===== src/rtl/dmt_pkg.sv =====
package dmt_pkg;

    localparam int ADDR_W = 32;
    localparam int CNT_W  = 32;
    localparam int RIDX_W = 6;
    localparam int DCNT_W = 7;

    localparam logic OP_RECORD = 1'b0;
    localparam logic OP_READ   = 1'b1;

    typedef struct packed {
        logic              op;
        logic [ADDR_W-1:0] address;
        logic              cls;
        logic [RIDX_W-1:0] ridx;
    } cmd_t;

    typedef struct packed {
        logic              matched_existing;
        logic              added_new;
        logic              was_dropped;
        logic              entry_valid;
        logic [RIDX_W-1:0] entry_index;
        logic [ADDR_W-1:0] entry_address;
        logic              entry_class;
        logic [CNT_W-1:0]  entry_hits;
        logic [DCNT_W-1:0] distinct_count;
        logic [CNT_W-1:0]  total_misses;
        logic [CNT_W-1:0]  dropped_misses;
    } result_t;

    function automatic logic [CNT_W-1:0] sat_inc(input logic [CNT_W-1:0] v);
        return (v == {CNT_W{1'b1}}) ? v : v + 1'b1;
    endfunction

endpackage


===== src/rtl/dmt_if.sv =====
interface dmt_item_if;
    logic                       valid;
    logic                       ready;
    logic                       kind;
    logic [dmt_pkg::ADDR_W-1:0] target_address;
    logic                       miss_class;
    logic [dmt_pkg::RIDX_W-1:0] read_index;

    modport source (output valid, kind, target_address, miss_class, read_index, input ready);
    modport sink (input valid, kind, target_address, miss_class, read_index, output ready);
endinterface



===== src/rtl/dmt_front.sv =====
module dmt_front (
    input  logic           clk,
    input  logic           rst_n,
    dmt_item_if.sink       item,
    output logic           cmd_valid,
    output dmt_pkg::cmd_t  cmd,
    input  logic           cmd_pop
);

    dmt_pkg::cmd_t q_reg [2];
    logic          wr_ptr_reg, wr_ptr_next;
    logic          rd_ptr_reg, rd_ptr_next;
    logic [1:0]    count_reg, count_next;
    logic          push;
    dmt_pkg::cmd_t new_cmd;

    assign item.ready = (count_reg != 2'd2);
    assign push       = item.valid && item.ready;
    assign cmd_valid  = (count_reg != 2'd0);
    assign cmd        = q_reg[rd_ptr_reg];

    always_comb
    begin
        new_cmd.op      = item.kind ? dmt_pkg::OP_READ : dmt_pkg::OP_RECORD;
        new_cmd.address = item.target_address;
        new_cmd.cls     = item.miss_class;
        new_cmd.ridx    = item.read_index;
    end

    always_comb
    begin
        wr_ptr_next = push ? ~wr_ptr_reg : wr_ptr_reg;
        rd_ptr_next = cmd_pop ? ~rd_ptr_reg : rd_ptr_reg;
        count_next  = count_reg;
        if (push && !cmd_pop)
        begin
            count_next = count_reg + 2'd1;
        end
        else if (!push && cmd_pop)
        begin
            count_next = count_reg - 2'd1;
        end
    end

    always_ff @(posedge clk or negedge rst_n)
    begin
        if (!rst_n)
        begin
            wr_ptr_reg <= 1'b0;
            rd_ptr_reg <= 1'b0;
            count_reg  <= 2'd0;
        end
        else
        begin
            wr_ptr_reg <= wr_ptr_next;
            rd_ptr_reg <= rd_ptr_next;
            count_reg  <= count_next;
        end
    end

    always_ff @(posedge clk)
    begin
        if (push)
        begin
            q_reg[wr_ptr_reg] <= new_cmd;
        end
    end

endmodule


===== src/flat_wrapper.sv =====
// flat-port wrapper written by rule: the top's interface ports become plain ports
module dmt_front_flat 
  (clk, rst_n, cmd_valid, cmd, cmd_pop, item_valid, item_kind, item_target_address, item_miss_class, item_read_index, item_ready);
  dmt_item_if item_i ();
  input  logic clk;
  input  logic rst_n;
  output logic cmd_valid;
  output dmt_pkg::cmd_t cmd;
  input  logic cmd_pop;
  input wire logic [$bits(item_i.valid)-1:0] item_valid;
  input wire logic [$bits(item_i.kind)-1:0] item_kind;
  input wire logic [$bits(item_i.target_address)-1:0] item_target_address;
  input wire logic [$bits(item_i.miss_class)-1:0] item_miss_class;
  input wire logic [$bits(item_i.read_index)-1:0] item_read_index;
  output wire logic [$bits(item_i.ready)-1:0] item_ready;
  assign item_i.valid = item_valid;
  assign item_i.kind = item_kind;
  assign item_i.target_address = item_target_address;
  assign item_i.miss_class = item_miss_class;
  assign item_i.read_index = item_read_index;
  assign item_ready = item_i.ready;
  dmt_front u_core (.clk(clk), .rst_n(rst_n), .item(item_i), .cmd_valid(cmd_valid), .cmd(cmd), .cmd_pop(cmd_pop));
endmodule

===== config.mk =====
export PLATFORM = sky130hd
export DESIGN_NAME = dmt_front_flat
export DESIGN_NICKNAME = d
export VERILOG_FILES = /design/src/rtl/dmt_pkg.sv /design/src/rtl/dmt_if.sv /design/src/rtl/dmt_front.sv /design/src/flat_wrapper.sv
export SDC_FILE = /design/constraint.sdc
export NUM_CORES = 1
export LEC_CHECK = 0
export ABC_AREA = 1
export BUFFER_PORTS_ARGS = -buffer_cell sky130_fd_sc_hd__buf_2
export CELL_PAD_IN_SITES_DETAIL_PLACEMENT = 1
export CELL_PAD_IN_SITES_GLOBAL_PLACEMENT = 2
export CORE_MARGIN = 4
export CORE_UTILIZATION = 41
export CTS_CLUSTER_DIAMETER = 150
export DETAILED_ROUTE_END_ITERATION = 8
export PLACE_DENSITY_LB_ADDON = 0.1
export SLEW_MARGIN = 20
export SYNTH_ARGS = -nofsm -noshare
export SYNTH_HDL_FRONTEND = slang
export SYNTH_SLANG_ARGS = --single-unit

===== constraint.sdc =====
create_clock -name clk -period 6.7 [get_ports clk]
set_input_delay 1.005 -clock clk [delete_from_list [all_inputs] [get_ports clk]]
set_output_delay 1.005 -clock clk [all_outputs]
set_load 0.01 [all_outputs]

# ---- Word level (Yosys, flattened, before mapping)
# Memory sizes are Yosys's and may differ from the RTL's.
# Index checks and enable logic that the tools add are counted.
dict set report classes {
  addsub 2
  n_eq_ne 1
  muxes 5
  bitwise_logic 2
  n_reduce_logical 7
}
# op n
set op_table {}
lappend op_table {{2-bit 2-to-1 mux} 2}
lappend op_table {{2-bit nonzero test} 2}
lappend op_table {{1-bit logical AND} 3}
lappend op_table {{1-bit 2-to-1 mux} 3}
lappend op_table {{2-bit by 1-bit adder with 2-bit output, second input constant} 1}
lappend op_table {{1-bit zero test} 2}
lappend op_table {{2-bit != test, second input constant} 1}
lappend op_table {{1-bit inverter} 2}
lappend op_table {{2-bit by 1-bit subtractor with 2-bit output, second input constant} 1}
dict set report totals {
  regBits 4
  mem_bits_rw 80
  out_inout_bits 42
  elab_cells 21
  n_memories 1
}
# memory words width read_ports rd_clocked_by_memory_dff write_ports line_no
set memory_table {}
lappend memory_table {u_core.q_reg 2 40 1 0 1 dmt_front.sv:10} ;# dmt_pkg::cmd_t q_reg [2];

# ---- Logic depth before layout (Yosys ltp)
# Gate-level depths: netlist (run 1).
dict set report logic_depth {
  ltp_word 6
  mapped_depth 10
  mapped_depth_nobuf 10
}

# ---- Worst setup path before layout (run 1)
# No wires, ideal clock.
dict set report synth_path {
  path_type {input to register}
  startpoint {input item_valid}
  endpoint {memory u_core.q_reg[0][0] in the netlist's numbering, enable pin}
  arrival_time_ns 2.800
  setup_slack_ns 3.462
  cell_stages 2
  n_path_buf 0
  cell_sequence {nand2_1 -> nor2_1}
}
dict set report synth_via {
  elab_chain_len 3
}
# element line_no
set synth_rtl {}
lappend synth_rtl {{start, declared} flat_wrapper.sv:10} ;# input wire logic [$bits(item_i.valid)-1:0] item_valid;
lappend synth_rtl {{1-bit logical AND} dmt_front.sv:18} ;# assign push = item.valid && item.ready;
lappend synth_rtl {{1-bit 2-to-1 mux} dmt_front.sv:63} ;# if (push)
lappend synth_rtl {{1-bit 2-to-1 mux (implied by the code)} dmt_front.sv:65} ;# q_reg[wr_ptr_reg] <= new_cmd;
lappend synth_rtl {{end, declared} dmt_front.sv:10}
# No other way between the ends.

==> metrics.txt, run 1 <==
Fmax 323 MHz; proportion of synthesized chip area in sequential cells 0.758; number of clock sinks seen by CTS 84; initial antenna violation count 0; worst endpoint required time 5.69 ns; worst-case register-to-register setup slack 4.88 ns; Pre-antenna DRT Iters 4; number of flip-flops under the largest register name 80; setup_tns 0 ns; master cell of the clock root buffer clkbuf_8; synthesized instance count 151; vias per inst 4.53; worst reg2reg endpoint u_core.q_reg[0][16]; most common cell after layout, fill and taps aside buf_2; setup clock skew after layout 0.00709 ns; DIE AREA 9550 µm²; final critical delay including setup and external delays 3.10 ns; clock tree from TritonCTS yes; average footprint of a synthesized cell 21.9 µm²; total core area 7770 µm²; final hold vios 0; CP Launch Type flop; Post-layout nets 290; wire length of the first global-routing pass 8760 µm; final core utilization 0.513; leakage power summed over all cells 1.62 nW; transition time at the pin with the least slew margin 0.670 ns; number of filler cells placed in the layout 770; origin of the critical flop-to-flop path u_core.count_reg[0]; Port Buffer Count 85; portion of the clock cycle consumed by the worst path in the final layout 0.462; leading post-synthesis cells by cell area edfxtp_1 73%, mux2_4 18%, dfrtp_1 3.0%; placed wire-length estimate after detailed placement 3840 µm; adder-cell area share of the yosys netlist 0.00379; number of different library cells in the post-synthesis netlist 14; Synthesis Warnings 0; post-synthesis net count 196; pins over their slew limit 0; standard-cell row count 32; mapped cell area 3300 µm²; pin count of the biggest net entering global routing 41; Worst R2R Path Depth 5; Max transition margin 0.553; crit path max fanout 22; area fraction of the dominant cell type after synthesis 0.728; vias post-DR 1589; flip-flop and latch count after synthesis 84; number of setup violations in the final report 0; Chip Width 97.7 µm; layout overhead on the synthesized area 20.7%; result of the run finished, final reports clean; Resized Gates After CTS 0; maximum level of the CTS H-tree 3; RSZ-0062 raised after global routing no; total detailed-routing wirelength 5470 µm; max-cap check violation count 0; fraction of final layout cells sized beyond drive strength 1 0.578; Setup WS pre-CTS 3.92 ns; combined area of the multi-input logic cells 696 µm²; capturing element type of the critical path primary output; CTS hold repair buffers 0; flip-flop and latch area 2500 µm²; worst setup path category reg -> out; largest family of logic cells by synthesized area multiplexers; vertical die dimension 97.7 µm; initial detailed-routing violation count 66; via count of the first global-routing pass 1807; cts bufs inserted 9; number of top-level pins 86; fraction of synthesized area in multiplexers 0.181; setup fix buffers added after clock tree synthesis 0; clock latency on the worst-skew pair 0.33 ns; routability congestion estimate from global placement 0.667; number of antenna diodes 0; path class of the lowest-slack min-delay path in -> async; overall global routing resource usage 0.120; beginning of the critical path u_core.rd_ptr_reg; starting density of the core 0.425; clock-pin slew on the worst setup and hold paths 0.08 ns; compound-gate portion of the synthesized area 0; minimum setup slack in the final design 3.60 ns; drt drc 0; cell type with the highest aggregate area in the netlist edfxtp_1; power density over the cells 411 nW/µm²; data arrival time of the worst path 2.09 ns; leading cell types in the layout, fill and taps excluded 85 x buf_2, 80 x edfxtp_1, 39 x mux2_4, 9 x clkbuf_8; share of the synthesized netlist area taken by xor and xnor gates 0.00796; routed length per placed instance 15.6 µm; Detail Route Antenna Nets 0; CTS max path bufs 2; sum of overflow across all layers after global routing 0; simple-gate area share of the yosys netlist 0.0136; maximum VDD drop 0.148 mV
==> routing by layer <==
metal | track usage | vias up | share of wire | wire length (µm)
met3 | 0.0323 | 9 | 0.056 | 309
met4 | 0.0639 | 0 | 0.015 | 84
met5 | 0 | - | 0 | 0
met1 | 0.128 | 774 | 0.37 | 2050
li1 | - | 757 | - | -
met2 | 0.215 | 49 | 0.55 | 3030
==> cells in the mapped netlist <==
library cell / instances
buf_6: 1
nor2_1: 2
nand3_1: 1
nand4_1: 1
mux2_2: 1
xor2_1: 2
buf_12: 4
xnor2_1: 1
inv_1: 7
dfrtp_1: 4
mux2_4: 39
ha_1: 1
edfxtp_1: 80
nand2_1: 7
==> metrics by stage <==
step	instances	cell area (µm²)	hold WS, ns	total power, W
6_report	351	3990	0.461	0.00164
2_1_floorplan	151	3300	0.462	0.00121
3_5_place_dp	334	3790	0.492	0.00136
4_1_cts	349	3950	0.443	0.00165
5_1_grt	351	3990	0.443	0.00174
3_3_place_gp	334	3790	0.477	0.00133
==> cell type report <==
| class | instances | share of cell area |
|---|---|---|
| well taps | 102 | 0.0320 |
| clock inverters | 4 | 0.00691 |
| inverters | 7 | 0.00659 |
| repair buffers | 88 | 0.119 |
| flip-flops and latches | 84 | 0.628 |
| clock buffers | 11 | 0.0330 |
| multi-input cells | 55 | 0.175 |
==> cells by family after synthesis <==
kind of cell / count (synthesis)
DFF: 84
muxes: 40
buffers and inverters: 12
and+or+nand+nor: 11
xor gates and xnor gates: 3
adders and majority gates: 1
==> power breakdown <==
group,leakage (nW),internal [W],switching [W]
sequential,0.790,0.000718,0.0000673
clock,0.0714,0.000132,0.000163
combinational,0.759,0.000299,0.000258
==> critical path: stages, from the launching register on <==
cell     delay [ns]
dfrtp_2        0.81
buf_4          0.46
mux2_4         0.33
buf_2          0.14
==> worst max path at each step <==
stage,end,slack [ns],cells after the start
3_5_place_dp,cmd[36],3.92,3
6_report,cmd[14],3.60,3
2_1_floorplan,u_core.q_reg[0][0],3.46,2
5_1_grt,cmd[20],3.48,3
3_3_place_gp,cmd[0],3.95,3
4_1_cts,cmd[36],3.54,3
Note: power is estimated with default switching activity, not from simulation.
==> run 2: changes to the inputs <==
--- a/config.mk
+++ b/config.mk
@@ -10,7 +10,7 @@
 export CELL_PAD_IN_SITES_DETAIL_PLACEMENT = 1
 export CELL_PAD_IN_SITES_GLOBAL_PLACEMENT = 2
 export CORE_MARGIN = 4
-export CORE_UTILIZATION = 41
+export CORE_UTILIZATION = 34
 export CTS_CLUSTER_DIAMETER = 150
 export DETAILED_ROUTE_END_ITERATION = 8
 export PLACE_DENSITY_LB_ADDON = 0.1
==> constraint.sdc (replaced) <==
create_clock -name clk -period 2.7 [get_ports clk]
set_input_delay 0.405 -clock clk [delete_from_list [all_inputs] [get_ports clk]]
set_output_delay 0.405 -clock clk [all_outputs]
set_load 0.01 [all_outputs]
==> run 2 against run 1 <==
- clock skew grew 0.0029 ns
- via count grew 3.0%
- sequential power grew 140%
- cell count grew 8.8%
- critical path depth is the same
- die area grew 19%
- largest cell class unchanged
- highest routed layer unchanged
==> metrics.txt, run 2 (synthesis gave the netlist of run 1 again) <==
result of the run finished, final reports clean; Max transition margin 0.627 (+0.0736); final core utilization 0.436 (-0.0772); Detail Route Antenna Nets 0 (unchanged); total core area 9330 µm² (+20%); slowest stage cell, crit path mux2_2; portion of the clock cycle consumed by the worst path in the final layout 0.739; sum of overflow across all layers after global routing 0 (unchanged); fraction of final layout cells sized beyond drive strength 1 0.589 (+0.0106); master cell of the clock root buffer clkbuf_8; layout overhead on the synthesized area 23.2%; number of top-level pins 86 (unchanged); power density over the cells 1050 nW/µm² (+150%); routability congestion estimate from global placement 0.725 (+8.7%); combined area of the multi-input logic cells 696 µm² (unchanged); clock tree from TritonCTS yes; pin count of the biggest net entering global routing 41 (unchanged); data arrival time of the worst path 1.59 ns (-0.50 ns); final critical delay including setup and external delays 2.00 ns; maximum level of the CTS H-tree 3 (unchanged); clock latency on the worst-skew pair 0.35 ns (+0.02 ns); max-cap check violation count 0 (unchanged); final standard cell count with taps included and fillers excluded 382 (+8.8%); CTS max path bufs 2 (unchanged); worst endpoint required time 2.30 ns (-3.39 ns); family with the most delay on the worst path buffers and inverters; transition time at the pin with the least slew margin 0.560 ns (-0.110 ns); DIE AREA 11300 µm² (+19%); crit path max fanout 22 (unchanged); Buf/Inv on CP 2 (unchanged); RSZ-0062 raised after global routing no; wire length of the first global-routing pass 9270 µm (+5.9%); maximum VDD drop 0.438 mV (+200%); cell-by-cell listing of the critical path buf_4 -> mux2_2 -> buf_2; vias post-DR 1637 (+3.0%); routed length per placed instance 15.6 µm (+0.18%); final hold vios 0 (unchanged); path class of the lowest-slack min-delay path in -> reg; Chip Width 107 µm (+9.0%); number of filler cells placed in the layout 941 (+22%); clock-pin slew on the worst setup and hold paths 0.09 ns (about the same); Largest stage delay, worst path 0.38 ns (-0.43 ns); total detailed-routing wirelength 5970 µm (+9.0%); setup clock skew after layout 0.00995 ns (+0.00286 ns); Post-layout nets 293 (+1.0%); starting density of the core 0.354 (-0.0711); CP Launch Type flop; cts bufs inserted 9 (unchanged); vertical die dimension 107 µm (+9.0%); worst setup path category reg -> out; number of clock sinks seen by CTS 84 (unchanged); leading cell types in the layout, fill and taps excluded 85 x buf_2, 80 x edfxtp_1, 39 x mux2_4, 9 x clkbuf_8; most common cell after layout, fill and taps aside buf_2; initial antenna violation count 0 (unchanged); vias per inst 4.29 (-5.3%); initial detailed-routing violation count 33 (-50%); Fmax 501 MHz; Resized Gates After CTS 0 (unchanged); capturing element type of the critical path primary output; via count of the first global-routing pass 1818 (+0.61%); Pre-antenna DRT Iters 4 (unchanged); Pwr Total 0.00425 W (+160%); drt drc 0 (unchanged); leakage power summed over all cells 1.66 nW (+2.3%); number of cells in the design after placement 365 (+9.3%); placed wire-length estimate after detailed placement 4010 µm (+4.4%); overall global routing resource usage 0.110 (-0.00958); pins over their slew limit 0 (unchanged); number of flip-flops under the largest register name 80 (unchanged); number of antenna diodes 0 (unchanged); number of setup violations in the final report 0 (unchanged); flip-flop and latch area 2500 µm² (unchanged); standard-cell row count 35 (+9.4%); Port Buffer Count 85 (unchanged)
==> run 2: cell count changes in the layout (fill, tap and decap cells not counted), sizes merged <==
cell,change
buf,+2
clkinvlp,-2
bufinv,+1
clkinv,+1
inv,+3
clkbuf,-2
dlygate4sd3,+1
==> run 2: layout make-up <==
type	count	share of cell area
Inverter	7	0.00646
Sequential cell	84	0.616
Multi-Input combinational cell	55	0.171
Tap cell	129	0.0397
Timing Repair Buffer	91	0.116
Clock inverter	7	0.0200
Clock buffer	9	0.0305
==> run 2: timing repair <==
item	4_1_cts	5_1_grt
endpoints found under the hold margin	4	0
buffers inserted	0	0
hold buffers	1	0
==> run 2: report_power, final <==
part | switching, W | total [W] | leakage (nW) | internal (W)
Sequential | 0.0000809 | 0.00186 | 0.790 | 0.00178
Combinational | 0.000750 | 0.00148 | 0.767 | 0.000730
Clock | 0.000467 | 0.000907 | 0.101 | 0.000440
Total | 0.00130 | 0.00425 | 1.66 | 0.00295
==> run 2: worst paths after layout <==
check                                              from                   to  slack [ns]  cells past startpoint
worst max-delay path                  u_core.rd_ptr_reg              cmd[33]        0.70                      3
worst min-delay path            item_target_address[28]  u_core.q_reg[0][35]        0.24                      1
worst max register to register      u_core.count_reg[0]  u_core.q_reg[1][19]        0.99                      5
worst min register to register      u_core.count_reg[0]  u_core.count_reg[0]        0.51                      1
max in group asynchronous                         rst_n    u_core.rd_ptr_reg        2.17                      2
min in group asynchronous                         rst_n  u_core.count_reg[0]        0.38                      2
==> run 2: per-layer routing <==
metal  vias up  part of all wire  GRT usage
li1        766                 -          -
met1       818              0.41      0.132
met2        46              0.52      0.185
met3         7             0.058     0.0291
met4         0             0.011     0.0530
met5         -                 0          0
==> run 2: through the flow <==
step                      TNS, ns  area [µm²]  worst slack, ns  hold WS [ns]
final                           0        4070            0.704         0.237
after global routing            0        4070            0.611         0.217
after CTS                       0        4070            0.654         0.212
after detailed placement        0        3850            0.983         0.221
after global placement          0        3850             1.04         0.223
after floorplan             -7.69        3300          -0.0961         0.109
==> run 3: changes to the inputs <==
==> constraint.sdc (replaced) <==
create_clock -name clk -period 1.8 [get_ports clk]
set_input_delay 0.27 -clock clk [delete_from_list [all_inputs] [get_ports clk]]
set_output_delay 0.27 -clock clk [all_outputs]
set_load 0.01 [all_outputs]
==> run 3 against run 2 <==
- combinational power rose by 63%
- clock skew rose by 0.00080 ns
- utilization rose by 0.89 points
- cell count rose by 0.52%
- design area rose by 2.0%
- via count fell by 1.2%
- hold slack got worse by 0.13 ns
- critical endpoint is now cmd[36]
==> metrics.txt, run 3 (synthesis gave the netlist of run 1 again) <==
internal portion of total power 0.00458 W (+55%); leakage power summed over all cells 1.69 nW (+1.9%); data arrival time of the worst path 1.46 ns (-0.13 ns); Fmax 579 MHz; power spent charging and discharging nets 0.00194 W (+49%); number of top-level pins 86 (unchanged); vias per inst 4.21 (-1.7%); final hold vios 0 (unchanged); number of clock sinks seen by CTS 84 (unchanged); Detail Route Antenna Nets 0 (unchanged); clock-pin slew on the worst setup and hold paths 0.09 ns (about the same); Worst R2R Path Depth 5 (unchanged); power share of the sequential group 0.430 (-0.009); initial antenna violation count 0 (unchanged); number of filler cells placed in the layout 920 (-2.2%); overall global routing resource usage 0.110 (+0.000305); standard-cell row count 35 (unchanged); wire length of the first global-routing pass 9140 µm (-1.5%); drt drc 0 (unchanged); total detailed-routing wirelength 6070 µm (+1.8%); number of setup violations in the final report 0 (unchanged); initial detailed-routing violation count 25 (-24%); DIE AREA 11300 µm² (unchanged); power density over the cells 1570 nW/µm² (+50%); critical path endpoint cmd[36]; combinational power share 0.370 (+0.022); layout overhead on the synthesized area 25.7%; cts bufs inserted 9 (unchanged); Port Buffer Count 85 (unchanged); clock network fraction of total power 0.200 (-0.013); pin count of the biggest net entering global routing 32 (-22%); total core area 9330 µm² (unchanged); max-cap check violation count 0 (unchanged); clock latency on the worst-skew pair 0.34 ns (about the same); worst setup path category reg -> out; switching share of power 0.298 (-0.00765); clock tree from TritonCTS yes; result of the run finished, final reports clean; setup_tns 0 ns (unchanged); maximum VDD drop 0.495 mV (+13%); fraction of final layout cells sized beyond drive strength 1 0.580 (-0.00854); pins over their slew limit 0 (unchanged); routability congestion estimate from global placement 0.732 (+0.94%); worst endpoint required time 1.53 ns (-0.77 ns); Chip Width 107 µm (unchanged); path class of the lowest-slack min-delay path in -> reg; worst reg2reg endpoint u_core.q_reg[1][3]; Post-layout nets 295 (+0.68%); maximum level of the CTS H-tree 3 (unchanged); setup fix buffers added after clock tree synthesis 0 (unchanged); crit path max fanout 25 (+14%); setup clock skew after layout 0.0107 ns (+0.000800 ns); beginning of the critical path u_core.rd_ptr_reg; transition time at the pin with the least slew margin 0.311 ns (-0.248 ns); RSZ-0062 raised after global routing yes; Placement Cell Area 3920 µm² (+1.7%); Pre-antenna DRT Iters 4 (unchanged); CP Launch Type flop; capturing element type of the critical path primary output; master cell of the clock root buffer clkbuf_8; fin area 4150 µm² (+2.0%); Max transition margin 0.792 (+0.165); final critical delay including setup and external delays 1.73 ns; leading cell types in the layout, fill and taps excluded 80 x buf_2, 80 x edfxtp_1, 39 x mux2_4, 9 x clkbuf_8; CTS max path bufs 2 (unchanged); number of flip-flops under the largest register name 80 (unchanged); via count of the first global-routing pass 1789 (-1.6%); starting density of the core 0.354 (unchanged); origin of the critical flop-to-flop path u_core.count_reg[0]; number of antenna diodes 0 (unchanged); sum of overflow across all layers after global routing 0 (unchanged); routed length per placed instance 15.8 µm (+1.2%); placed wire-length estimate after detailed placement 4160 µm (+3.7%); portion of the clock cycle consumed by the worst path in the final layout 0.960; vertical die dimension 107 µm (unchanged); Pwr Total 0.00652 W (+53%); vias post-DR 1617 (-1.2%); worst-case register-to-register setup slack 0.21 ns (-0.78 ns)
-- run 3: cell types whose count changed in the layout (fill, tap and decap cells not counted), sizes merged --
| cell | delta |
|---|---|
| buf | +2 |
| clkinv | +2 |
| inv | -2 |
| clkbuf | +1 |
| clkinvlp | -1 |
-- run 3: worst max-delay path, cell delays in order (launching register included) --
cell and delay [ns]:
dfrtp_2 0.41, buf_12 0.24, mux2_4 0.32, buf_2 0.14
-- run 3: metrics by stage --
| stage | util | hold WS (ns) | worst slack [ns] | std cells |
|---|---|---|---|---|
| finish | 0.445 | 0.108 | 0.0724 | 384 |
| global route | 0.445 | 0.0785 | -0.00229 | 384 |
| CTS | 0.441 | 0.0835 | 0.0208 | 384 |
| detailed placement | 0.420 | 0.0910 | 0.210 | 367 |
| global placement | 0.420 | 0.0915 | 0.259 | 367 |
| floorplan | - | -0.0256 | -0.349 | 151 |
-- run 3: worst min-delay path by stage --
stage                                 start                  end  slack (ns)  cells past startpoint
floorplan                             rst_n  u_core.count_reg[0]       -0.03                      0
global placement                      rst_n  u_core.count_reg[0]        0.09                      1
detailed placement                    rst_n  u_core.count_reg[0]        0.09                      1
CTS                 item_target_address[25]  u_core.q_reg[0][32]        0.08                      1
global route        item_target_address[25]  u_core.q_reg[1][32]        0.08                      1
finish              item_target_address[10]  u_core.q_reg[0][17]        0.11                      1
-- run 3: timing repair --
item | in CTS | in global routing
gates resized for setup | 0 | 5
hold buffers | 1 | 0
setup endpoints to repair | 0 | 6
hold endpoints to repair | 4 | 0
-- run 3: routing by layer --
metal,up-vias,track usage,part of all wire
met1,785,0.124,0.42
met4,0,0.0548,0.015
li1,776,-,-
met3,8,0.0310,0.058
met2,48,0.192,0.51
met5,-,0,0
-- run 3: layout make-up --
type                       count  area [µm²]  share of cell area
timing repair buffer          93         569               0.137
inverter                       7        26.3             0.00633
clock buffer                  10         128              0.0308
clock inverter                 6        63.8              0.0154
sequential                    84        2500               0.604
multi-input combinational     55         696               0.168
tap                          129         161              0.0389
-- run 3: power by group through the flow --
stage | clock, W | sequential (W) | combinational [W]
2_1_floorplan | 0 | 0.00282 | 0.00170
3_3_place_gp | 0 | 0.00283 | 0.00240
3_5_place_dp | 0 | 0.00286 | 0.00241
4_1_cts | 0.00136 | 0.00281 | 0.00242
5_1_grt | 0.00145 | 0.00284 | 0.00260
6_report | 0.00130 | 0.00280 | 0.00241
